--- src/rtl/tet_pkg.sv ---
// Shared types, widths and codes for the tone effect ticker.
`default_nettype none

package tet_pkg;

  localparam int FREQ_W     = 16;
  localparam int LEN_W      = 16;
  localparam int LOOPS_W    = 8;
  localparam int CNT_W      = 16;
  localparam int CFG_IDX_W  = 4;
  localparam int CFG_DATA_W = 16;

  // input action codes
  localparam logic ACT_TICK  = 1'b0;
  localparam logic ACT_START = 1'b1;

  // loop modes
  localparam logic [1:0] LOOP_NONE    = 2'd0;
  localparam logic [1:0] LOOP_FOREVER = 2'd1;
  localparam logic [1:0] LOOP_COUNTED = 2'd2;

  // effect flag bit positions
  localparam int FX_ALT_BIT  = 0;
  localparam int FX_MONO_BIT = 1;
  localparam int FX_GATE_BIT = 2;

  // configuration register indexes
  localparam logic [CFG_IDX_W-1:0] REG_LOOP_MODE     = 4'd0;
  localparam logic [CFG_IDX_W-1:0] REG_LOOP_COUNT    = 4'd1;
  localparam logic [CFG_IDX_W-1:0] REG_EFFECT_FLAGS  = 4'd2;
  localparam logic [CFG_IDX_W-1:0] REG_SWEEP_STEP    = 4'd3;
  localparam logic [CFG_IDX_W-1:0] REG_SWEEP_TRIGGER = 4'd4;
  localparam logic [CFG_IDX_W-1:0] REG_SWEEP_HOLD    = 4'd5;
  localparam logic [CFG_IDX_W-1:0] REG_GATE_TRIGGER  = 4'd6;
  localparam logic [CFG_IDX_W-1:0] REG_GATE_HOLD     = 4'd7;

  typedef struct packed {
    logic              action;
    logic [FREQ_W-1:0] start_frequency;
    logic [LEN_W-1:0]  start_length;
    logic              playback_off;
  } in_item_t;

  typedef struct packed {
    logic              sound_off;
    logic [FREQ_W-1:0] tone_frequency;
    logic              active;
  } out_item_t;

  typedef struct packed {
    logic [CFG_IDX_W-1:0]  index;
    logic [CFG_DATA_W-1:0] data;
  } cfg_write_t;

  typedef struct packed {
    logic [1:0]                loop_mode;
    logic [LOOPS_W-1:0]        loop_count;
    logic [2:0]                effect_flags;
    logic signed [FREQ_W-1:0]  sweep_step;
    logic [CNT_W-1:0]          sweep_trigger;
    logic [CNT_W-1:0]          sweep_hold;
    logic [CNT_W-1:0]          gate_trigger;
    logic [CNT_W-1:0]          gate_hold;
  } cfg_t;

endpackage

`default_nettype wire

--- src/rtl/tet_if.sv ---
// Handshake channel interfaces: command items, result items, config writes.
`default_nettype none

interface tet_cmd_if;
  logic              valid;
  logic              ready;
  tet_pkg::in_item_t item;
  modport source(output valid, output item, input ready);
  modport sink(input valid, input item, output ready);
endinterface

interface tet_res_if;
  logic               valid;
  logic               ready;
  tet_pkg::out_item_t item;
  modport source(output valid, output item, input ready);
  modport sink(input valid, input item, output ready);
endinterface

interface tet_cfg_if;
  logic                valid;
  logic                ready;
  tet_pkg::cfg_write_t wr;
  modport source(output valid, output wr, input ready);
  modport sink(input valid, input wr, output ready);
endinterface

`default_nettype wire

--- src/rtl/tet_regs.sv ---
// Configuration register file with index decode.
`default_nettype none

module tet_regs (
  input  wire logic                clk,
  input  wire logic                rst,
  input  wire logic                wr_en,
  input  wire tet_pkg::cfg_write_t wr,
  output tet_pkg::cfg_t            cfg
);

  tet_pkg::cfg_t regs;

  always_ff @(posedge clk) begin
    if (rst) begin
      regs <= '0;
    end else if (wr_en) begin
      unique case (wr.index)
        tet_pkg::REG_LOOP_MODE:     regs.loop_mode     <= wr.data[1:0];
        tet_pkg::REG_LOOP_COUNT:    regs.loop_count    <= wr.data[tet_pkg::LOOPS_W-1:0];
        tet_pkg::REG_EFFECT_FLAGS:  regs.effect_flags  <= wr.data[2:0];
        tet_pkg::REG_SWEEP_STEP:    regs.sweep_step    <= wr.data;
        tet_pkg::REG_SWEEP_TRIGGER: regs.sweep_trigger <= wr.data;
        tet_pkg::REG_SWEEP_HOLD:    regs.sweep_hold    <= wr.data;
        tet_pkg::REG_GATE_TRIGGER:  regs.gate_trigger  <= wr.data;
        tet_pkg::REG_GATE_HOLD:     regs.gate_hold     <= wr.data;
        default: ; // unmapped index: dropped
      endcase
    end
  end

  assign cfg = regs;

endmodule

`default_nettype wire

--- src/rtl/tet_core.sv ---
// Sound state registers and the combinational frame step logic.
`default_nettype none

module tet_core (
  input  wire logic               clk,
  input  wire logic               rst,
  input  wire logic               step_en,
  input  wire tet_pkg::in_item_t  item,
  input  wire tet_pkg::cfg_t      cfg,
  output tet_pkg::out_item_t      result
);

  typedef struct packed {
    logic [tet_pkg::CNT_W-1:0]  counter;
    logic [tet_pkg::FREQ_W-1:0] freq;
  } sweep_t;

  function automatic sweep_t sweep_fn(
    input logic [tet_pkg::CNT_W-1:0]  cnt,
    input logic [tet_pkg::FREQ_W-1:0] freq,
    input logic [tet_pkg::FREQ_W-1:0] step,
    input logic [tet_pkg::CNT_W-1:0]  trig,
    input logic [tet_pkg::CNT_W-1:0]  hold,
    input logic                       sub
  );
    sweep_t r;
    r.counter = cnt + 1'b1;
    r.freq    = freq;
    if (r.counter > trig) begin
      r.freq = sub ? (freq - step) : (freq + step);
      if (r.counter > hold) r.counter = '0;
    end
    return r;
  endfunction

  logic [tet_pkg::LEN_W-1:0]   frames_left, frames_left_next;
  logic [tet_pkg::LEN_W-1:0]   reload_length, reload_length_next;
  logic [1:0]                  loop_state, loop_state_next;
  logic [tet_pkg::LOOPS_W-1:0] loops_left, loops_left_next;
  logic [tet_pkg::FREQ_W-1:0]  current_frequency, current_frequency_next;
  logic [tet_pkg::CNT_W-1:0]   sweep_counter, sweep_counter_next;
  logic [tet_pkg::CNT_W-1:0]   gate_counter, gate_counter_next;

  logic [tet_pkg::LEN_W-1:0]   fl_dec;
  sweep_t                      sw_alt, sw_mono;
  logic [tet_pkg::CNT_W-1:0]   gate_inc;
  logic                        off;

  always_comb begin
    fl_dec = frames_left - 1'b1;

    // alternating sweep then monotone sweep, sharing one counter
    sw_alt = '{counter: sweep_counter, freq: current_frequency};
    if (cfg.effect_flags[tet_pkg::FX_ALT_BIT])
      sw_alt = sweep_fn(sweep_counter, current_frequency, cfg.sweep_step,
                        cfg.sweep_trigger, cfg.sweep_hold, fl_dec[0]);
    sw_mono = sw_alt;
    if (cfg.effect_flags[tet_pkg::FX_MONO_BIT])
      sw_mono = sweep_fn(sw_alt.counter, sw_alt.freq, cfg.sweep_step,
                         cfg.sweep_trigger, cfg.sweep_hold, 1'b0);
    gate_inc = gate_counter + 1'b1;

    frames_left_next       = frames_left;
    reload_length_next     = reload_length;
    loop_state_next        = loop_state;
    loops_left_next        = loops_left;
    current_frequency_next = current_frequency;
    sweep_counter_next     = sweep_counter;
    gate_counter_next      = gate_counter;
    off                    = 1'b0;

    if (item.action == tet_pkg::ACT_START) begin
      frames_left_next       = item.start_length;
      reload_length_next     = item.start_length;
      current_frequency_next = item.start_frequency;
      loop_state_next        = cfg.loop_mode;
      loops_left_next        = cfg.loop_count;
      sweep_counter_next     = '0;
      gate_counter_next      = '0;
    end else if (frames_left == '0) begin
      off = 1'b1; // idle tick
    end else begin
      frames_left_next = fl_dec;
      if (fl_dec == '0) begin
        if (loop_state != tet_pkg::LOOP_NONE) begin
          frames_left_next = reload_length;
          if (loop_state == tet_pkg::LOOP_FOREVER) begin
            // keep repeating
          end else if (loop_state == tet_pkg::LOOP_COUNTED && loops_left != '0) begin
            loops_left_next = loops_left - 1'b1;
          end else begin
            // budget spent or undefined mode
            loop_state_next  = tet_pkg::LOOP_NONE;
            frames_left_next = '0;
            off              = 1'b1;
          end
        end
      end else if (item.playback_off) begin
        frames_left_next = '0;
        off              = 1'b1;
      end else begin
        sweep_counter_next     = sw_mono.counter;
        current_frequency_next = sw_mono.freq;
        if (cfg.effect_flags[tet_pkg::FX_GATE_BIT]) begin
          gate_counter_next = gate_inc;
          if (gate_inc > cfg.gate_trigger) begin
            if (gate_inc > cfg.gate_hold) gate_counter_next = '0;
            off = 1'b1;
          end
        end
      end
    end

    result.sound_off      = off;
    result.tone_frequency = current_frequency_next;
    result.active         = (frames_left_next != '0);
  end

  always_ff @(posedge clk) begin
    if (rst) begin
      frames_left       <= '0;
      reload_length     <= '0;
      loop_state        <= tet_pkg::LOOP_NONE;
      loops_left        <= '0;
      current_frequency <= '0;
      sweep_counter     <= '0;
      gate_counter      <= '0;
    end else if (step_en) begin
      frames_left       <= frames_left_next;
      reload_length     <= reload_length_next;
      loop_state        <= loop_state_next;
      loops_left        <= loops_left_next;
      current_frequency <= current_frequency_next;
      sweep_counter     <= sweep_counter_next;
      gate_counter      <= gate_counter_next;
    end
  end

endmodule

`default_nettype wire

--- src/rtl/tone_effect_ticker.sv ---
// Top level: tone effect frame sequencer with config port and result skid buffer.
// A result is valid the cycle after its command transfer (output stage empty).
// Throughput: one command per cycle while skid is free; single registered state pass.
// A stalled result buffers one more transfer in the skid stage before cmd.ready drops.
// Reset (rst, synchronous, active high) zeroes all config registers and sound state
// and empties both result stages; no clearing pass is needed.
`default_nettype none

module tone_effect_ticker (
  input  wire logic clk,
  input  wire logic rst,
  tet_cmd_if.sink   cmd,
  tet_res_if.source res,
  tet_cfg_if.sink   cfg
);

  tet_pkg::cfg_t      cfg_regs;
  tet_pkg::out_item_t step_result;
  logic               cmd_fire;

  // output stage plus one skid entry
  logic               out_valid;
  tet_pkg::out_item_t out_item;
  logic               skid_valid;
  tet_pkg::out_item_t skid_item;

  // Config writes are always taken; software writes only while the block is idle.
  assign cfg.ready = 1'b1;

  tet_regs u_regs (
    .clk   (clk),
    .rst   (rst),
    .wr_en (cfg.valid),
    .wr    (cfg.wr),
    .cfg   (cfg_regs)
  );

  // Commands are taken whenever the skid entry is free, so one transfer still
  // lands while the downstream side holds off.
  assign cmd.ready = !skid_valid;
  assign cmd_fire  = cmd.valid && cmd.ready;

  // State advances on the transfer edge; result is formed in the same pass.
  tet_core u_core (
    .clk     (clk),
    .rst     (rst),
    .step_en (cmd_fire),
    .item    (cmd.item),
    .cfg     (cfg_regs),
    .result  (step_result)
  );

  always_ff @(posedge clk) begin
    if (rst) begin
      out_valid  <= 1'b0;
      skid_valid <= 1'b0;
    end else if (out_valid && !res.ready) begin
      // output stalled: park a new result in the skid entry
      if (cmd_fire) begin
        skid_valid <= 1'b1;
        skid_item  <= step_result;
      end
    end else if (skid_valid) begin
      // output drained: refill from skid (no command can transfer this cycle)
      out_valid  <= 1'b1;
      out_item   <= skid_item;
      skid_valid <= 1'b0;
    end else begin
      out_valid <= cmd_fire;
      out_item  <= step_result;
    end
  end

  assign res.valid = out_valid;
  assign res.item  = out_item;

endmodule

`default_nettype wire

--- src/flat_wrapper.sv ---
// flat-port wrapper written by rule: the top's interface ports become plain ports
module tone_effect_ticker_flat 
  (clk, rst, cmd_valid, cmd_item, cmd_ready, res_valid, res_item, res_ready, cfg_valid, cfg_wr, cfg_ready);
  tet_cmd_if cmd_i ();
  tet_res_if res_i ();
  tet_cfg_if cfg_i ();
  input  wire logic clk;
  input  wire logic rst;
  input wire logic [$bits(cmd_i.valid)-1:0] cmd_valid;
  input wire logic [$bits(cmd_i.item)-1:0] cmd_item;
  output wire logic [$bits(cmd_i.ready)-1:0] cmd_ready;
  output wire logic [$bits(res_i.valid)-1:0] res_valid;
  output wire logic [$bits(res_i.item)-1:0] res_item;
  input wire logic [$bits(res_i.ready)-1:0] res_ready;
  input wire logic [$bits(cfg_i.valid)-1:0] cfg_valid;
  input wire logic [$bits(cfg_i.wr)-1:0] cfg_wr;
  output wire logic [$bits(cfg_i.ready)-1:0] cfg_ready;
  assign cmd_i.valid = cmd_valid;
  assign cmd_i.item = cmd_item;
  assign cmd_ready = cmd_i.ready;
  assign res_valid = res_i.valid;
  assign res_item = res_i.item;
  assign res_i.ready = res_ready;
  assign cfg_i.valid = cfg_valid;
  assign cfg_i.wr = cfg_wr;
  assign cfg_ready = cfg_i.ready;
  tone_effect_ticker u_core (.clk(clk), .rst(rst), .cmd(cmd_i), .res(res_i), .cfg(cfg_i));
endmodule
--- config.mk ---
export PLATFORM = sky130hd
export DESIGN_NAME = tone_effect_ticker_flat
export DESIGN_NICKNAME = d
export VERILOG_FILES = /design/src/rtl/tet_pkg.sv /design/src/rtl/tet_if.sv /design/src/rtl/tet_regs.sv /design/src/rtl/tet_core.sv /design/src/rtl/tone_effect_ticker.sv /design/src/flat_wrapper.sv
export SDC_FILE = /design/constraint.sdc
export NUM_CORES = 1
export LEC_CHECK = 0
export BUFFER_PORTS_ARGS = -buffer_cell sky130_fd_sc_hd__clkbuf_2
export CORE_MARGIN = 5
export CORE_UTILIZATION = 45
export DETAILED_ROUTE_END_ITERATION = 6
export HOLD_SLACK_MARGIN = 0.06
export PLACE_DENSITY = 0.68
export SETUP_SLACK_MARGIN = 0.2
export SYNTH_ARGS = -nofsm -noshare
export SYNTH_HDL_FRONTEND = slang
export SYNTH_HIERARCHICAL = 1
export SYNTH_SLANG_ARGS = --single-unit
export TNS_END_PERCENT = 20
--- constraint.sdc ---
create_clock -name clk -period 10.9 [get_ports clk]
set_input_delay 2.18 -clock clk [delete_from_list [all_inputs] [get_ports clk]]
set_output_delay 2.18 -clock clk [all_outputs]
set_load 0.05 [all_outputs]
==> results.md <==
* Die X-Extent at 196 um
* Clock latency at the later pin of the worst-skew pair at 0.54 ns
* Starting utilization of the core area at 45.4%
* Net Sw Power at 0.000594 W
* Largest net degree at the start of global routing at 78
* Biggest fanout along the worst timing path at 13
* Synthesized cell area at 15600 um2
* Number of antenna violations at the first check in global routing at 1
* Count of clock tree sinks at 221
* Switching fraction of total power at 28.5%
* Leading area contributor after synthesis: sky130_fd_sc_hd__dfxtp_1
* Share of Yosys cell area claimed by the top area cell type at 23.7%
* Post-CTS setup repair buffer count at 0
* Overflow after GRT at 0
* Cell internal pwr at 0.00149 W
* Non-filler instance count after layout at 2297
* I/O pin count at 80
* Kind of end point of the critical path: register
* Post-DR vias/cell at 5.82
* Area of the core at 34400 um2
* Flops & latches, synth at 221
* Yosys warning count at 6
* Setup slack of the critical path after layout at 1.08 ns
* Post-Route Setup TNS at 0 ns
* Total of endpoints with negative setup slack in the final report at 0
* Avg WL per Cell at 18.6 um
* WP data required at 11.19 ns
* Placer's final routability congestion estimate at 0.941
* CTS Hold Bufs at 0
* Syn avg cell area at 8.73 um2
* Maximum VDD drop at 0.127 mV
* Number of nets in the final layout at 2018
* Final number of hold-violating endpoints at 0
* Slowest Stage Delay on Critical Path at 0.66 ns
* Number of global-route vias before repair at 12.9k
* Port buffer count at 78
* Tot GR Track Use at 21.5%
* DRC marker count from the first detailed-route iteration at 944
* Run status: finished, final reports clean
* TritonCTS Buffers at 26
* Synth top cells by count: sky130_fd_sc_hd__dfxtp_1, sky130_fd_sc_hd__ha_1, sky130_fd_sc_hd__nand2_1
* FF+latch area at 4780 um2
* Worst EP arrival at 10.11 ns
* Setup repair after global routing missed its margin: false
* Drt pass-1 iters at 5
* Worst slew slack as a fraction of its limit at 23.8%
* Minimum setup slack after placement at 1.21 ns
* Post-layout util at 49.8%
* Filler Cell Count at 3311
* Remaining antenna violation count after routing at 0
* Async SR Flop Fraction at 0%
* Worst setup path class: reg2reg
* Layout cells sized above 1 at 11.1%
* Standby leakage power at 7.26 nW
* Distinct cell type count of the synthesized netlist at 94
* Cell area after placement at 16300 um2
* Top-count cell post-synth: sky130_fd_sc_hd__dfxtp_1
* Vertical die dimension at 196 um
* H-Tree Depth at 1
* # diodes at 0
* Quantity of gates resized following cts at 0
* Area used by multi-input combinational logic at 10100 um2
* Area of all placed cells without fillers at 17100 um2
* Hold crit path type: reg2reg
* Sequential element share of the synthesized area at 30.7%
* HPWL Detailed at 31800 um
* Tightest Pin Transition at 1.14 ns
* Max-slew violation count at 0
* Area growth from synthesis to layout at 9.60%
* Std-Cell Rows at 68
* Max-cap viol count at 0
* Period utilisation layout at 90.1%
* Residual DRC count at 0
* Achievable frequency at 102 MHz
* Top area cells in the synthesized netlist: sky130_fd_sc_hd__dfxtp_1, sky130_fd_sc_hd__ha_1, sky130_fd_sc_hd__mux2i_1
* Worst-path clk slew at 0.06 ns
* Global-route wire length before repair at 68700 um
* Startpoint kind of the worst setup timing path: register
* Worst path slowest cell: sky130_fd_sc_hd__nor3_1
* Number of nets produced by synthesis at 1982
* Part of the total power dissipated in the clock network at 40.8%
* Maximum clock path buffer count at 3
* Post-detailed-routing wire length at 42800 um
* Total power divided by cell area at 122 nW/um2
* Area enclosed by the die boundary at 38500 um2
* Worst Clk Skew at 0.0117 ns
* Total number of vias at 13.4k
* Synth Instances at 1787
* Period minus WS final at 9.82 ns
* Cell count after placement at 2250
* Most numerous cell on the critical path: sky130_fd_sc_hd__ha_1
* Most used DFF post-synth: sky130_fd_sc_hd__dfxtp_1
* TritonCTS clock tree: done
* Proportion of power drawn by combinational gates at 17.0%
* Number of synthesized flops with an enable pin at 36
* Root Buffer Master: sky130_fd_sc_hd__clkbuf_16
* Sequential power share at 42.2%
-- placed cells by master, fill, tap and decap left out, types with 33 or more instances in the layout --
cell type	count
sky130_fd_sc_hd__nor3_1	37
sky130_fd_sc_hd__ha_1	134
sky130_fd_sc_hd__mux2i_1	111
sky130_fd_sc_hd__xor2_1	46
sky130_fd_sc_hd__clkbuf_2	77
sky130_fd_sc_hd__edfxtp_1	36
sky130_fd_sc_hd__nand3_1	33
sky130_fd_sc_hd__dfxtp_1	185
sky130_fd_sc_hd__a21oi_1	106
sky130_fd_sc_hd__xnor2_1	48
sky130_fd_sc_hd__nand2_1	133
sky130_fd_sc_hd__inv_1	92
sky130_fd_sc_hd__o21ai_0	66
sky130_fd_sc_hd__nand2b_1	130
sky130_fd_sc_hd__nor2_1	127
-- per-layer routing --
| layer | GRT usage, % | vias to the layer above | share of wire (%) |
|---|---|---|---|
| met4 | 6.21 | 2 | 2.8 |
| met3 | 3.49 | 72 | 6.2 |
| li1 | - | 6527 | - |
| met2 | 34.4 | 394 | 44 |
| met1 | 30.2 | 6376 | 47 |
| met5 | 0 | - | 0.016 |
-- worst max-delay path: cells and delay by family, from the launching register on --
kind | cells | cell delay [ns]
buffers and inverters | 1 | 0.06
AOI/OAI and AO/OA | 5 | 0.84
xor gates and xnor gates | 3 | 0.45
DFF | 1 | 0.53
muxes | 2 | 0.64
adders and majority gates | 4 | 1.37
and+or+nand+nor | 18 | 5.68
-- power by group through the flow --
stage | combinational (W) | clock, W | sequential [W]
after floorplan | 0.000243 | 0 | 0.000911
after global placement | 0.000342 | 0 | 0.000897
after detailed placement | 0.000350 | 0 | 0.000898
after CTS | 0.000352 | 0.000875 | 0.000880
after global routing | 0.000387 | 0.000912 | 0.000884
final | 0.000356 | 0.000852 | 0.000881
-- layout make-up --
cell class	instances	share of cell area [%]
clock buffers	35	4.36
well taps	455	3.33
inverters	94	2.06
clock inverters	12	0.534
flip-flops and latches	221	28.0
multi-input cells	1390	58.9
repair buffers	90	2.82
-- state kept, by name, summed over array words and instances (netlist names), 8 cells and up --
register and count:
u_core/u_regs/cfg 93, u_core/res.item 18, u_core/skid_item 18, u_core/u_core/current_frequency 16, u_core/u_core/frames_left 16, u_core/u_core/gate_counter 16, u_core/u_core/reload_length 16, u_core/u_core/sweep_counter 16
u_core/u_core/loops_left 8
-- metrics by stage --
step | hold WS, ns | total power, W
2_1_floorplan | 0.436 | 0.00115
3_3_place_gp | 0.443 | 0.00124
3_5_place_dp | 0.450 | 0.00125
4_1_cts | 0.459 | 0.00211
5_1_grt | 0.478 | 0.00218
6_report | 0.458 | 0.00209
-- cell families (layout without fill, tap and decap cells) --
family / count (synthesis) / in the layout / synth area share (%)
fa+ha+maj: 136 / 136 / 11.0
xor+xnor: 94 / 94 / 5.27
flops: 221 / 221 / 30.7
buf+inv: 176 / 231 / 4.80
simple gates: 624 / 624 / 21.4
other cells: 1 / 1 / 0.0240
mux: 141 / 141 / 9.74
compound gates: 394 / 394 / 17.1
-- final timing paths --
kind | from | to | slack, ns | cells past startpoint
setup / recovery | u_core/u_core/sweep_counter[0] | u_core/res.item[16] | 1.08 | 33
hold / removal | u_core/u_core/reload_length[0] | u_core/u_core/reload_length[0] | 0.46 | 2
setup reg to reg | u_core/u_core/sweep_counter[0] | u_core/res.item[16] | 1.08 | 33
hold reg to reg | u_core/u_core/reload_length[0] | u_core/u_core/reload_length[0] | 0.46 | 2
Note: power is estimated with default switching activity, not from simulation.
